`src/design/swmt_pkg.sv`:
```
package swmt_pkg;

  localparam int unsigned WindowDepthDefault = 1024;
  localparam int unsigned ValueBinsDefault   = 256;
  localparam int unsigned SampleW = 8;
  localparam int unsigned LenW    = 11;
  localparam int unsigned SumW    = 9;
  localparam int unsigned CountW  = 32;
  localparam logic [CountW-1:0] CountMax = '1;

  typedef enum logic [2:0] {
    BkIdle,
    BkRank,
    BkRead,
    BkUpdate,
    BkOut,
    BkClear
  } bk_state_e;

  // One classified sample as it travels from front to back.
  typedef struct packed {
    logic [SampleW-1:0] sample;
  } swmt_item_t;

endpackage

```
`src/design/swmt_front.sv`:
```
// Front: accepts samples and holds them in a two-entry queue for the back end.
module swmt_front (
  input  logic                   clk_i,
  input  logic                   rst_ni,
  input  logic                   in_valid_i,
  output logic                   in_stall_o,
  input  logic [swmt_pkg::SampleW-1:0] sample_i,
  output logic                   q_valid_o,
  output swmt_pkg::swmt_item_t   q_item_o,
  input  logic                   q_pop_i
);

  swmt_pkg::swmt_item_t mem_q [2];
  logic       wp_q, rp_q, wp_d, rp_d;
  logic [1:0] cnt_q, cnt_d;
  logic       push;

  // Stall only depends on occupancy, never on the incoming valid.
  assign in_stall_o = (cnt_q == 2'd2);
  assign push       = in_valid_i && !in_stall_o;
  assign q_valid_o  = (cnt_q != 2'd0);
  assign q_item_o   = mem_q[rp_q];

  always_comb begin
    wp_d  = wp_q ^ push;
    rp_d  = rp_q ^ (q_pop_i && q_valid_o);
    cnt_d = cnt_q + {1'b0, push} - {1'b0, q_pop_i && q_valid_o};
  end

  always_ff @(posedge clk_i or negedge rst_ni) begin
    if (!rst_ni) begin
      wp_q  <= 1'b0;
      rp_q  <= 1'b0;
      cnt_q <= 2'd0;
    end else begin
      wp_q  <= wp_d;
      rp_q  <= rp_d;
      cnt_q <= cnt_d;
    end
  end

  always_ff @(posedge clk_i) begin
    if (push) begin
      mem_q[wp_q].sample <= sample_i;
    end
  end

endmodule

```
`config.mk`:
```
export PLATFORM = sky130hd
export DESIGN_NAME = swmt_front
export DESIGN_NICKNAME = d
export VERILOG_FILES = /design/src/design/swmt_pkg.sv /design/src/design/swmt_front.sv
export SDC_FILE = /design/constraint.sdc
export NUM_CORES = 1
export LEC_CHECK = 0
export BUFFER_PORTS_ARGS = -buffer_cell sky130_fd_sc_hd__buf_2
export CORE_MARGIN = 2
export CORE_UTILIZATION = 53
export DETAILED_ROUTE_END_ITERATION = 7
export GPL_ROUTABILITY_DRIVEN = 0
export PLACE_DENSITY_LB_ADDON = 0.25
export SYNTH_ARGS = -nofsm -noshare
export SYNTH_HDL_FRONTEND = slang
export SYNTH_SLANG_ARGS = --single-unit
```
`constraint.sdc`:
```
create_clock -name clk_i -period 3.2 [get_ports clk_i]
set_clock_uncertainty 0.15 [all_clocks]
set_input_delay 0 -clock clk_i [delete_from_list [all_inputs] [get_ports clk_i]]
set_output_delay 0 -clock clk_i [all_outputs]
set_load 0.01 [all_outputs]
```
==> results.json, run 1 <==
{
  "outcome": "finished, final reports clean",
  "crit_path_max_incr_delay_ns": 0.44,
  "drt_iter0_markers": 3,
  "crit_chain": "o21a_2 > ha_1 > inv_1 > ha_1 > xnor2_1 > xnor2_1",
  "min_period_over_period_pct": 52.00,
  "regArea_um2": 580.6,
  "portBuffers": 21,
  "drc": 0,
  "dieArea_mm2": 0.001908,
  "timing.rr.start": "cnt_q[1]$_DFF_PN0_",
  "diodes": 0,
  "clk_latency_ns": 0.30,
  "r2r_slack_ns": 1.54,
  "drv_slew": 0,
  "dp_cells": 81,
  "synthToLayoutAreaGrowth_pct": 31.18,
  "syn_area_um2": 834.6,
  "synth_top_area_share_pct": 57.57,
  "cts_buffers": 3,
  "period_minus_slack_ns": 1.664,
  "setup_viol": 0,
  "antenna_left": 0,
  "crit_fanout": 4,
  "die_y_um": 43.68,
  "startpoint_type": "flip-flop",
  "io_pins": 22,
  "leakage_uw": 0.0004858,
  "cts_max_level": 1,
  "max_slew.worst_pin.slew_ns": 0.5288,
  "synth_area_leaders": "edfxtp_1 58%, mux2_4 14%, dfrtp_1 12%",
  "yosys.area.top_type": "edfxtp_1",
  "yosysWarnings": 0,
  "powerDensity_mw_per_mm2": 784.9,
  "worstHoldEndpoint": "mem_q[0][7]$_DFFE_PP_",
  "intPower_uw": 592.0,
  "fillCellCount": 98,
  "ir_drop_mv": 0.5873,
  "criticalPathCategory": "flip-flop to flip-flop",
  "num-nets-final": 98,
  "syn_area_per_cell_um2": 18.55,
  "holdCritStartpoint": "sample_i[7]",
  "cp-end-kind": "flip-flop",
  "hold_depth": 2,
  "max-clock-path-buffers": 2,
  "firstDrtPassIters": 3,
  "cts_root_buffer": "clkbuf_4",
  "hold_viol": 0,
  "max_cap_violations": 0,
  "grt_setup_unrepaired": "no",
  "drive_above_1_share_pct": 40.74,
  "rr_worst_depth": 6,
  "clock_sinks": 20,
  "wire_per_inst_um": 13.19,
  "cts.repair.resized": 0,
  "dp_hpwl_um": 851.3,
  "clk_pin_slew_ns": 0.11,
  "seq_power_share_pct": 49.0,
  "fin_area_mm2": 0.001095,
  "fin_setup_tns_ns": 0,
  "required_ns": 3.28,
  "max_freq_mhz": 601.0,
  "final_cells": 97,
  "p_sw_uw": 267.3,
  "cts_tree": "built",
  "critical-path-top-delay-family": "adder cells",
  "timing.rr.end": "cnt_q[1]$_DFF_PN0_",
  "worstSetupStartpoint": "cnt_q[1]$_DFF_PN0_",
  "ys_ff_latch": 20,
  "track_usage_pct": 15.46,
  "relSlewSlack_pct": 64.75,
  "wl_um": 1279,
  "grt_pass1_vias": 487,
  "cp_slowest_cell": "dfrtp_1",
  "yosysSeqAreaShare_pct": 69.57,
  "synthCells": 45,
  "path_buf_inv": 1,
  "p_comb_share_pct": 36.7,
  "syn_nets": 61,
  "vias": 483,
  "ys_types": 13,
  "switching_share_pct": 31.11,
  "dpl_cell_area_um2": 948.4,
  "grt_pass1_wl_um": 2070,
  "arrival_ns": 1.74,
  "clockPowerShare_pct": 14.3,
  "coreArea_mm2": 0.001489,
  "avgViaCountPerCell": 4.979,
  "grt_max_degree": 12,
  "die_w_um": 43.68,
  "multi_input_area_um2": 227.7,
  "hold_path.class": "input pin to flip-flop",
  "grt-ovfl-total": 0,
  "initial_core_util_pct": 56.05,
  "antenna_found_initial": 0,
  "rows": 14
}
## power by group through the flow
stage	logic, uW	registers, uW	clock network [uW]
3_3_place_gp	302	426	0
2_1_floorplan	258	392	0
5_1_grt	344	432	130
3_5_place_dp	309	429	0
6_report	315	421	123
4_1_cts	319	424	122
## layout make-up
cell class	instances	area share [%]
Sequential cell	20	53.03
Timing Repair Buffer	33	20.57
Clock inverter	1	0.3429
Inverter	4	1.371
Multi-Input combinational cell	20	20.80
Tap cell	16	1.829
Clock buffer	3	2.057
## synthesized netlist by cell type
| master | count |
|---|---|
| xnor2_1 | 2 |
| xor2_1 | 1 |
| edfxtp_1 | 16 |
| dfrtp_1 | 4 |
| inv_1 | 4 |
| buf_6 | 1 |
| nand2_1 | 1 |
| nand2b_1 | 1 |
| mux2_4 | 8 |
| and2_1 | 1 |
| o21a_2 | 1 |
| or2_1 | 1 |
| ha_1 | 4 |
## worst max-delay path by stage
stage                     slack [ns]            endpoint  cells past startpoint
after floorplan                 1.60  cnt_q[1]$_DFF_PN0_                      6
after global placement          1.58  cnt_q[1]$_DFF_PN0_                      6
after detailed placement        1.55  cnt_q[1]$_DFF_PN0_                      6
after CTS                       1.53  cnt_q[1]$_DFF_PN0_                      6
after global routing            1.43  cnt_q[1]$_DFF_PN0_                      7
final                           1.54  cnt_q[1]$_DFF_PN0_                      6
## through the flow
step / hold slack (ns) / setup WS (ns) / util, % / power, uW
finish: 0.2665 / 1.536 / 73.53 / 859.4
global route: 0.2674 / 1.432 / 73.53 / 906.4
CTS: 0.2625 / 1.530 / 73.53 / 865.2
detailed placement: -0.3347 / 1.549 / 63.70 / 738.0
global placement: -0.3363 / 1.577 / 63.70 / 728.5
floorplan: -0.4456 / 1.602 / - / 650.2
## timing repair
| action | in CTS | in global routing |
|---|---|---|
| hold buffers | 12 | 0 |
| buffers inserted | 0 | 0 |
| setup endpoints to repair | 0 | 0 |
| endpoints found under the hold margin | 22 | 0 |
## routing by layer
layer / global-route usage [%] / vias up / part of all wire, %
met2: 27.65 / 16 / 50
met4: 7.273 / 0 / 1.7
li1: - / 234 / -
met5: 0 / - / 0
met1: 17.90 / 229 / 44
met3: 2.500 / 4 / 4.5
## registers in the layout (all words and copies together) (netlist names)
signal  flops
mem_q      16
cnt_q       2
rp_q        1
wp_q        1
## logic make-up after synthesis
logic type	after synthesis	synth area share, %
DFF	20	69.57
muxes	8	14.39
buffers and inverters	5	3.148
adders and majority gates	4	5.997
and+or+nand+nor	4	2.700
xor gates and xnor gates	3	3.149
AOI/OAI and AO/OA	1	1.050
## cell usage in the layout, fill, tap and decap left out
cell / n
edfxtp_1: 16
xnor2_1: 2
dfrtp_1: 4
buf_2: 21
ha_1: 4
mux2_4: 8
dlygate4sd3_1: 12
o21a_2: 1
clkinv_1: 1
nand2_1: 1
clkbuf_4: 3
and2_1: 1
or2_1: 1
nand2b_1: 1
xor2_1: 1
inv_1: 4
(Power assumes the default switching activity.)
==> run 2, diff against run 1 <==
Settings changed: CORE_UTILIZATION 53 to 49.
Clock period 3.2 ns to 1.75 ns, I/O delays scaled along.
==> run 2 against run 1 <==
  * Final cell count unchanged
  * Sequential power up 83%
  * Routed wire length down 5.9%
  * Worst hold slack better by 0.012 ns
  * Maximum frequency down 0.58%
  * Worst setup slack worse by 1.5 ns
  * Critical path depth unchanged
  * Sequential cell count unchanged
  * Design area up 1.6%
  * Global-route usage down 1.8 points
  * Clock power up 110%
  * Via count down 5.0%
  * Largest cell class unchanged
  * Largest power group unchanged
==> results.json, run 2 (synthesis results as in run 1) <==
{
  "track_usage_pct": 13.68,
  "outcome": "finished, final reports clean",
  "criticalPathCategory": "flip-flop to flip-flop",
  "die_w_um": 45.27,
  "firstDrtPassIters": 4,
  "grt_pass1_wl_um": 1807,
  "cts_max_level": 1,
  "clock_sinks": 20,
  "grt_setup_unrepaired": "no",
  "cp-end-kind": "flip-flop",
  "grt-ovfl-total": 0,
  "io_pins": 22,
  "crit_path_max_incr_delay_ns": 0.43,
  "drc": 0,
  "arrival_ns": 1.71,
  "drv_slew": 0,
  "cts_root_buffer": "clkbuf_4",
  "diodes": 0,
  "avgViaCountPerCell": 4.732,
  "dieArea_mm2": 0.002049,
  "antenna_left": 0,
  "coreArea_mm2": 0.001559,
  "mostFrequentLayoutCell": "buf_2",
  "period_minus_slack_ns": 1.674,
  "rows": 14,
  "mostFrequentLayoutCells": "21 x buf_2, 16 x edfxtp_1, 12 x dlygate4sd3_1",
  "dp_hpwl_um": 773.6,
  "setup_viol": 0,
  "top_register": "mem_q",
  "max_freq_mhz": 597.5,
  "drive_above_1_share_pct": 43.21,
  "die_y_um": 45.27,
  "grt_max_degree": 12,
  "wire_per_inst_um": 12.41,
  "hold_ws_ns": 0.2786,
  "hold_viol": 0,
  "fin_setup_tns_ns": 0,
  "reg_top3": "mem_q (16), cnt_q (2)",
  "largest_reg_flops": 16,
  "clk_latency_ns": 0.29,
  "synthToLayoutAreaGrowth_pct": 33.28,
  "max_slew.worst_pin.slew_ns": 0.5261,
  "cts_buffers": 3,
  "num-nets-final": 98,
  "drt_iter0_markers": 3,
  "required_ns": 1.79,
  "leakage_uw": 0.0004952,
  "portBuffers": 21,
  "antenna_found_initial": 0,
  "crit_top_cell": "ha_1",
  "cp_slowest_cell": "dfrtp_1",
  "clk_pin_slew_ns": 0.10,
  "final_util_pct": 71.35,
  "relSlewSlack_pct": 64.93,
  "startpoint_type": "flip-flop",
  "powerDensity_mw_per_mm2": 1455,
  "ir_drop_mv": 0.9146,
  "initial_core_util_pct": 53.53,
  "wl_um": 1204,
  "grt_pass1_vias": 430,
  "max_cap_violations": 0,
  "cts_tree": "built",
  "crit_chain": "o21a_2 > ha_1 > inv_1 > ha_1 > xnor2_2 > xnor2_1",
  "min_period_over_period_pct": 95.63,
  "post-cts-setup-buffer-count": 0,
  "max-clock-path-buffers": 2,
  "hold_path.class": "input pin to flip-flop",
  "vias": 459,
  "crit_fanout": 4
}
[run 2: final timing paths]
kind / from / end / slack [ns] / depth (start not counted)
worst max-delay path: cnt_q[1]$_DFF_PN0_ / cnt_q[1]$_DFF_PN0_ / 0.08 / 6
worst min-delay path: sample_i[4] / mem_q[0][4]$_DFFE_PP_ / 0.28 / 2
worst max register to register: cnt_q[1]$_DFF_PN0_ / cnt_q[1]$_DFF_PN0_ / 0.08 / 6
worst min register to register: cnt_q[1]$_DFF_PN0_ / cnt_q[1]$_DFF_PN0_ / 0.38 / 1
max in group asynchronous: rst_ni / cnt_q[1]$_DFF_PN0_ / 0.81 / 3
min in group asynchronous: rst_ni / rp_q$_DFF_PN0_ / 0.47 / 3
[run 2: power by group]
part | switching [uW] | internal [uW] | total [uW] | leakage, uW
clock network | 131 | 127 | 258 | 0.0000210
logic | 243 | 346 | 589 | 0.000279
registers | 106 | 665 | 771 | 0.000195
[run 2: critical path, delay by kind of cell (launching register included)]
kind,cells,cell delay [ns]
AOI/OAI and AO/OA,1,0.24
xor gates and xnor gates,2,0.26
adders and majority gates,2,0.46
buffers and inverters,1,0.03
DFF,1,0.43
[run 2: what timing repair did]
item / CTS / global route
hold endpoints to repair: 22 / 0
setup endpoints to repair: 0 / 1
gates resized for setup: 0 / 1
hold buffers: 12 / 0
[run 2: layer usage]
metal | track usage (%) | wire (um)
met4 | 8.824 | 0
met3 | 4.800 | 49
met1 | 13.44 | 514
met5 | 0 | 0
met2 | 24.00 | 640
[run 2: through the flow]
stage / worst slack (ns) / cell area (um2) / cells / power, uW
after detailed placement: 0.1023 / 948.4 / 81 / 1344
after global routing: 0.01113 / 1112 / 97 / 1721
after CTS: 0.08254 / 1105 / 97 / 1621
after global placement: 0.1325 / 948.4 / 81 / 1322
final: 0.07643 / 1112 / 97 / 1618
after floorplan: 0.1524 / 834.6 / 45 / 1189
[run 2: cell type report]
| type | instances | area, um2 |
|---|---|---|
| clock buffers | 4 | 36.28 |
| flip-flops and latches | 20 | 580.6 |
| well taps | 16 | 20.02 |
| multi-input cells | 20 | 235.2 |
| repair buffers | 33 | 225.2 |
| inverters | 4 | 15.01 |
| fillers | 105 | 446.7 |
==> run 3, diff against run 2 <==
--- a/config.mk
+++ b/config.mk
@@ -8,4 +8,7 @@
 export BUFFER_PORTS_ARGS = -buffer_cell sky130_fd_sc_hd__buf_2
+export CELL_PAD_IN_SITES_DETAIL_PLACEMENT = 1
+export CELL_PAD_IN_SITES_GLOBAL_PLACEMENT = 2
+export CORE_ASPECT_RATIO = 1.2
 export CORE_MARGIN = 2
-export CORE_UTILIZATION = 49
+export CORE_UTILIZATION = 35
 export DETAILED_ROUTE_END_ITERATION = 7
==> constraint.sdc (replaced) <==
create_clock -name clk_i -period 1.75 [get_ports clk_i]
set_clock_uncertainty 0.15 [all_clocks]
set_input_delay 0.2625 -clock clk_i [delete_from_list [all_inputs] [get_ports clk_i]]
set_output_delay 0.2625 -clock clk_i [all_outputs]
set_load 0.01 [all_outputs]
==> run 3 against run 2 <==
  * Sequential power down 5.3%
  * Die area increased by 36%
  * Worst hold slack lost 0.15 ns
  * Count of clock-buffer cells in the layout down 1
  * Critical path type is now flip-flop to output port
  * Largest cell class unchanged
  * Largest power group unchanged
==> results.json, run 3 (synthesis results as in run 1) <==
{
  "hold_viol": 0,
  "grt-ovfl-total": 0,
  "cts_tree": "built",
  "setup_slack_ns": 0.03120,
  "clk_pin_slew_ns": 0.10,
  "antenna_left": 0,
  "num-nets-final": 99,
  "dp_hpwl_um": 1057,
  "max_slew.worst_pin.slew_ns": 0.3863,
  "criticalPathCategory": "flip-flop to output port",
  "mostFrequentLayoutCell": "buf_2",
  "portBuffers": 21,
  "top_register": "mem_q",
  "coreArea_mm2": 0.002282,
  "dieArea_mm2": 0.002793,
  "grt_setup_unrepaired": "yes",
  "leakage_uw": 0.0004915,
  "drc": 0,
  "cts_root_buffer": "clkbuf_4",
  "grt_pass1_vias": 468,
  "initial_core_util_pct": 36.57,
  "holdCritStartpoint": "q_pop_i",
  "cp-end-kind": "output port",
  "reg_top3": "mem_q (16), cnt_q (2)",
  "clock_sinks": 20,
  "timing.rr.end": "cnt_q[1]$_DFF_PN0_",
  "cts_max_level": 1,
  "cp_slowest_cell": "dfrtp_2",
  "required_ns": 1.34,
  "timing.rr.start": "cnt_q[1]$_DFF_PN0_",
  "wire_per_inst_um": 13.50,
  "mostFrequentLayoutCells": "21 x buf_2, 16 x edfxtp_1, 9 x dlygate4sd3_1",
  "rows": 19,
  "largest_reg_flops": 16,
  "synthToLayoutAreaGrowth_pct": 33.58,
  "max_cap_violations": 0,
  "die_y_um": 57.49,
  "crit_path_max_incr_delay_ns": 0.43,
  "avgViaCountPerCell": 4.257,
  "io_pins": 22,
  "relSlewSlack_pct": 74.24,
  "max_freq_mhz": 581.8,
  "cts_buffers": 3,
  "antenna_found_initial": 0,
  "pre_cts_ws_ns": 0.09095,
  "track_usage_pct": 10.85,
  "min_period_over_period_pct": 98.22,
  "powerDensity_mw_per_mm2": 1472,
  "outcome": "finished, final reports clean",
  "ir_drop_mv": 0.7925,
  "hold_ws_ns": 0.1247,
  "drive_above_1_share_pct": 46.34,
  "startpoint_type": "flip-flop",
  "setup_viol": 0,
  "firstDrtPassIters": 3,
  "drt_iter0_markers": 3,
  "r2r_slack_ns": 0.08,
  "crit_chain": "buf_4 > mux2_4 > buf_2",
  "hold_depth": 3,
  "clk_latency_ns": 0.29,
  "crit_fanout": 4,
  "period_minus_slack_ns": 1.719,
  "drv_slew": 0,
  "die_w_um": 48.58,
  "hold_path.class": "input pin to flip-flop",
  "arrival_ns": 1.31,
  "wl_um": 1525,
  "grt_pass1_wl_um": 2152,
  "max-clock-path-buffers": 2,
  "worstHoldEndpoint": "rp_q$_DFF_PN0_",
  "rr_worst_depth": 6,
  "fillCellCount": 247,
  "grt_max_degree": 12,
  "vias": 481,
  "diodes": 0
}
run 3: critical path: cells and delay by family (launching register included):
| family | cells | cell delay, ns |
|---|---|---|
| flops | 1 | 0.43 |
| mux | 1 | 0.29 |
| buf+inv | 2 | 0.30 |
run 3: worst max path at each step:
| stage | start | end | slack, ns | cells after the start |
|---|---|---|---|---|
| 2_1_floorplan | cnt_q[1]$_DFF_PN0_ | cnt_q[1]$_DFF_PN0_ | 0.15 | 6 |
| 5_1_grt | rp_q$_DFF_PN0_ | q_item_o[4] | -0.01 | 3 |
| 3_3_place_gp | cnt_q[0]$_DFF_PN0_ | mem_q[0][6]$_DFFE_PP_ | 0.10 | 3 |
| 3_5_place_dp | cnt_q[1]$_DFF_PN0_ | cnt_q[1]$_DFF_PN0_ | 0.09 | 6 |
| 4_1_cts | rp_q$_DFF_PN0_ | q_item_o[1] | 0.006 | 2 |
| 6_report | rp_q$_DFF_PN0_ | q_item_o[2] | 0.03 | 3 |
run 3: layout make-up:
class | instances | area (um2) | share of cell area (%)
Sequential cell | 20 | 581.8 | 52.19
Multi-Input combinational cell | 20 | 227.7 | 20.43
Timing Repair Buffer | 34 | 225.2 | 20.20
Tap cell | 31 | 38.79 | 3.479
Clock buffer | 3 | 22.52 | 2.020
Inverter | 4 | 15.01 | 1.347
Clock inverter | 1 | 3.754 | 0.3367
run 3: power by group:
group	switching (uW)	internal (uW)	total [uW]	leakage, uW
logic	312	384	696	0.000282
registers	60.7	669	730	0.000194
clock network	132	82.9	215	0.0000154
run 3: timing repair:
item,4_1_cts,5_1_grt
hold buffers,6,3
setup endpoints to repair,8,8
endpoints found under the hold margin,14,5
gates resized for setup,1,2
setup buffers,1,3
run 3: stage by stage:
| stage | setup TNS [ns] | cells | power (uW) | instance area (um2) | util [%] |
|---|---|---|---|---|---|
| after global placement | 0 | 96 | 1340 | 967.2 | 42.38 |
| after global routing | -0.05048 | 113 | 1749 | 1115 | 48.85 |
| final | 0 | 113 | 1641 | 1115 | 48.85 |
| after CTS | 0 | 107 | 1610 | 1062 | 46.55 |
| after detailed placement | 0 | 96 | 1365 | 967.2 | 42.38 |
| after floorplan | 0 | 45 | 1189 | 834.6 | - |
run 3: per-layer routing:
| layer | GRT usage, % | vias to the layer above | routed length (um) |
|---|---|---|---|
| met5 | 0 | - | 0 |
| met2 | 18.65 | 14 | 868 |
| li1 | - | 232 | - |
| met1 | 12.65 | 233 | 595 |
| met4 | 6.122 | 0 | 11 |
| met3 | 2.356 | 2 | 50 |
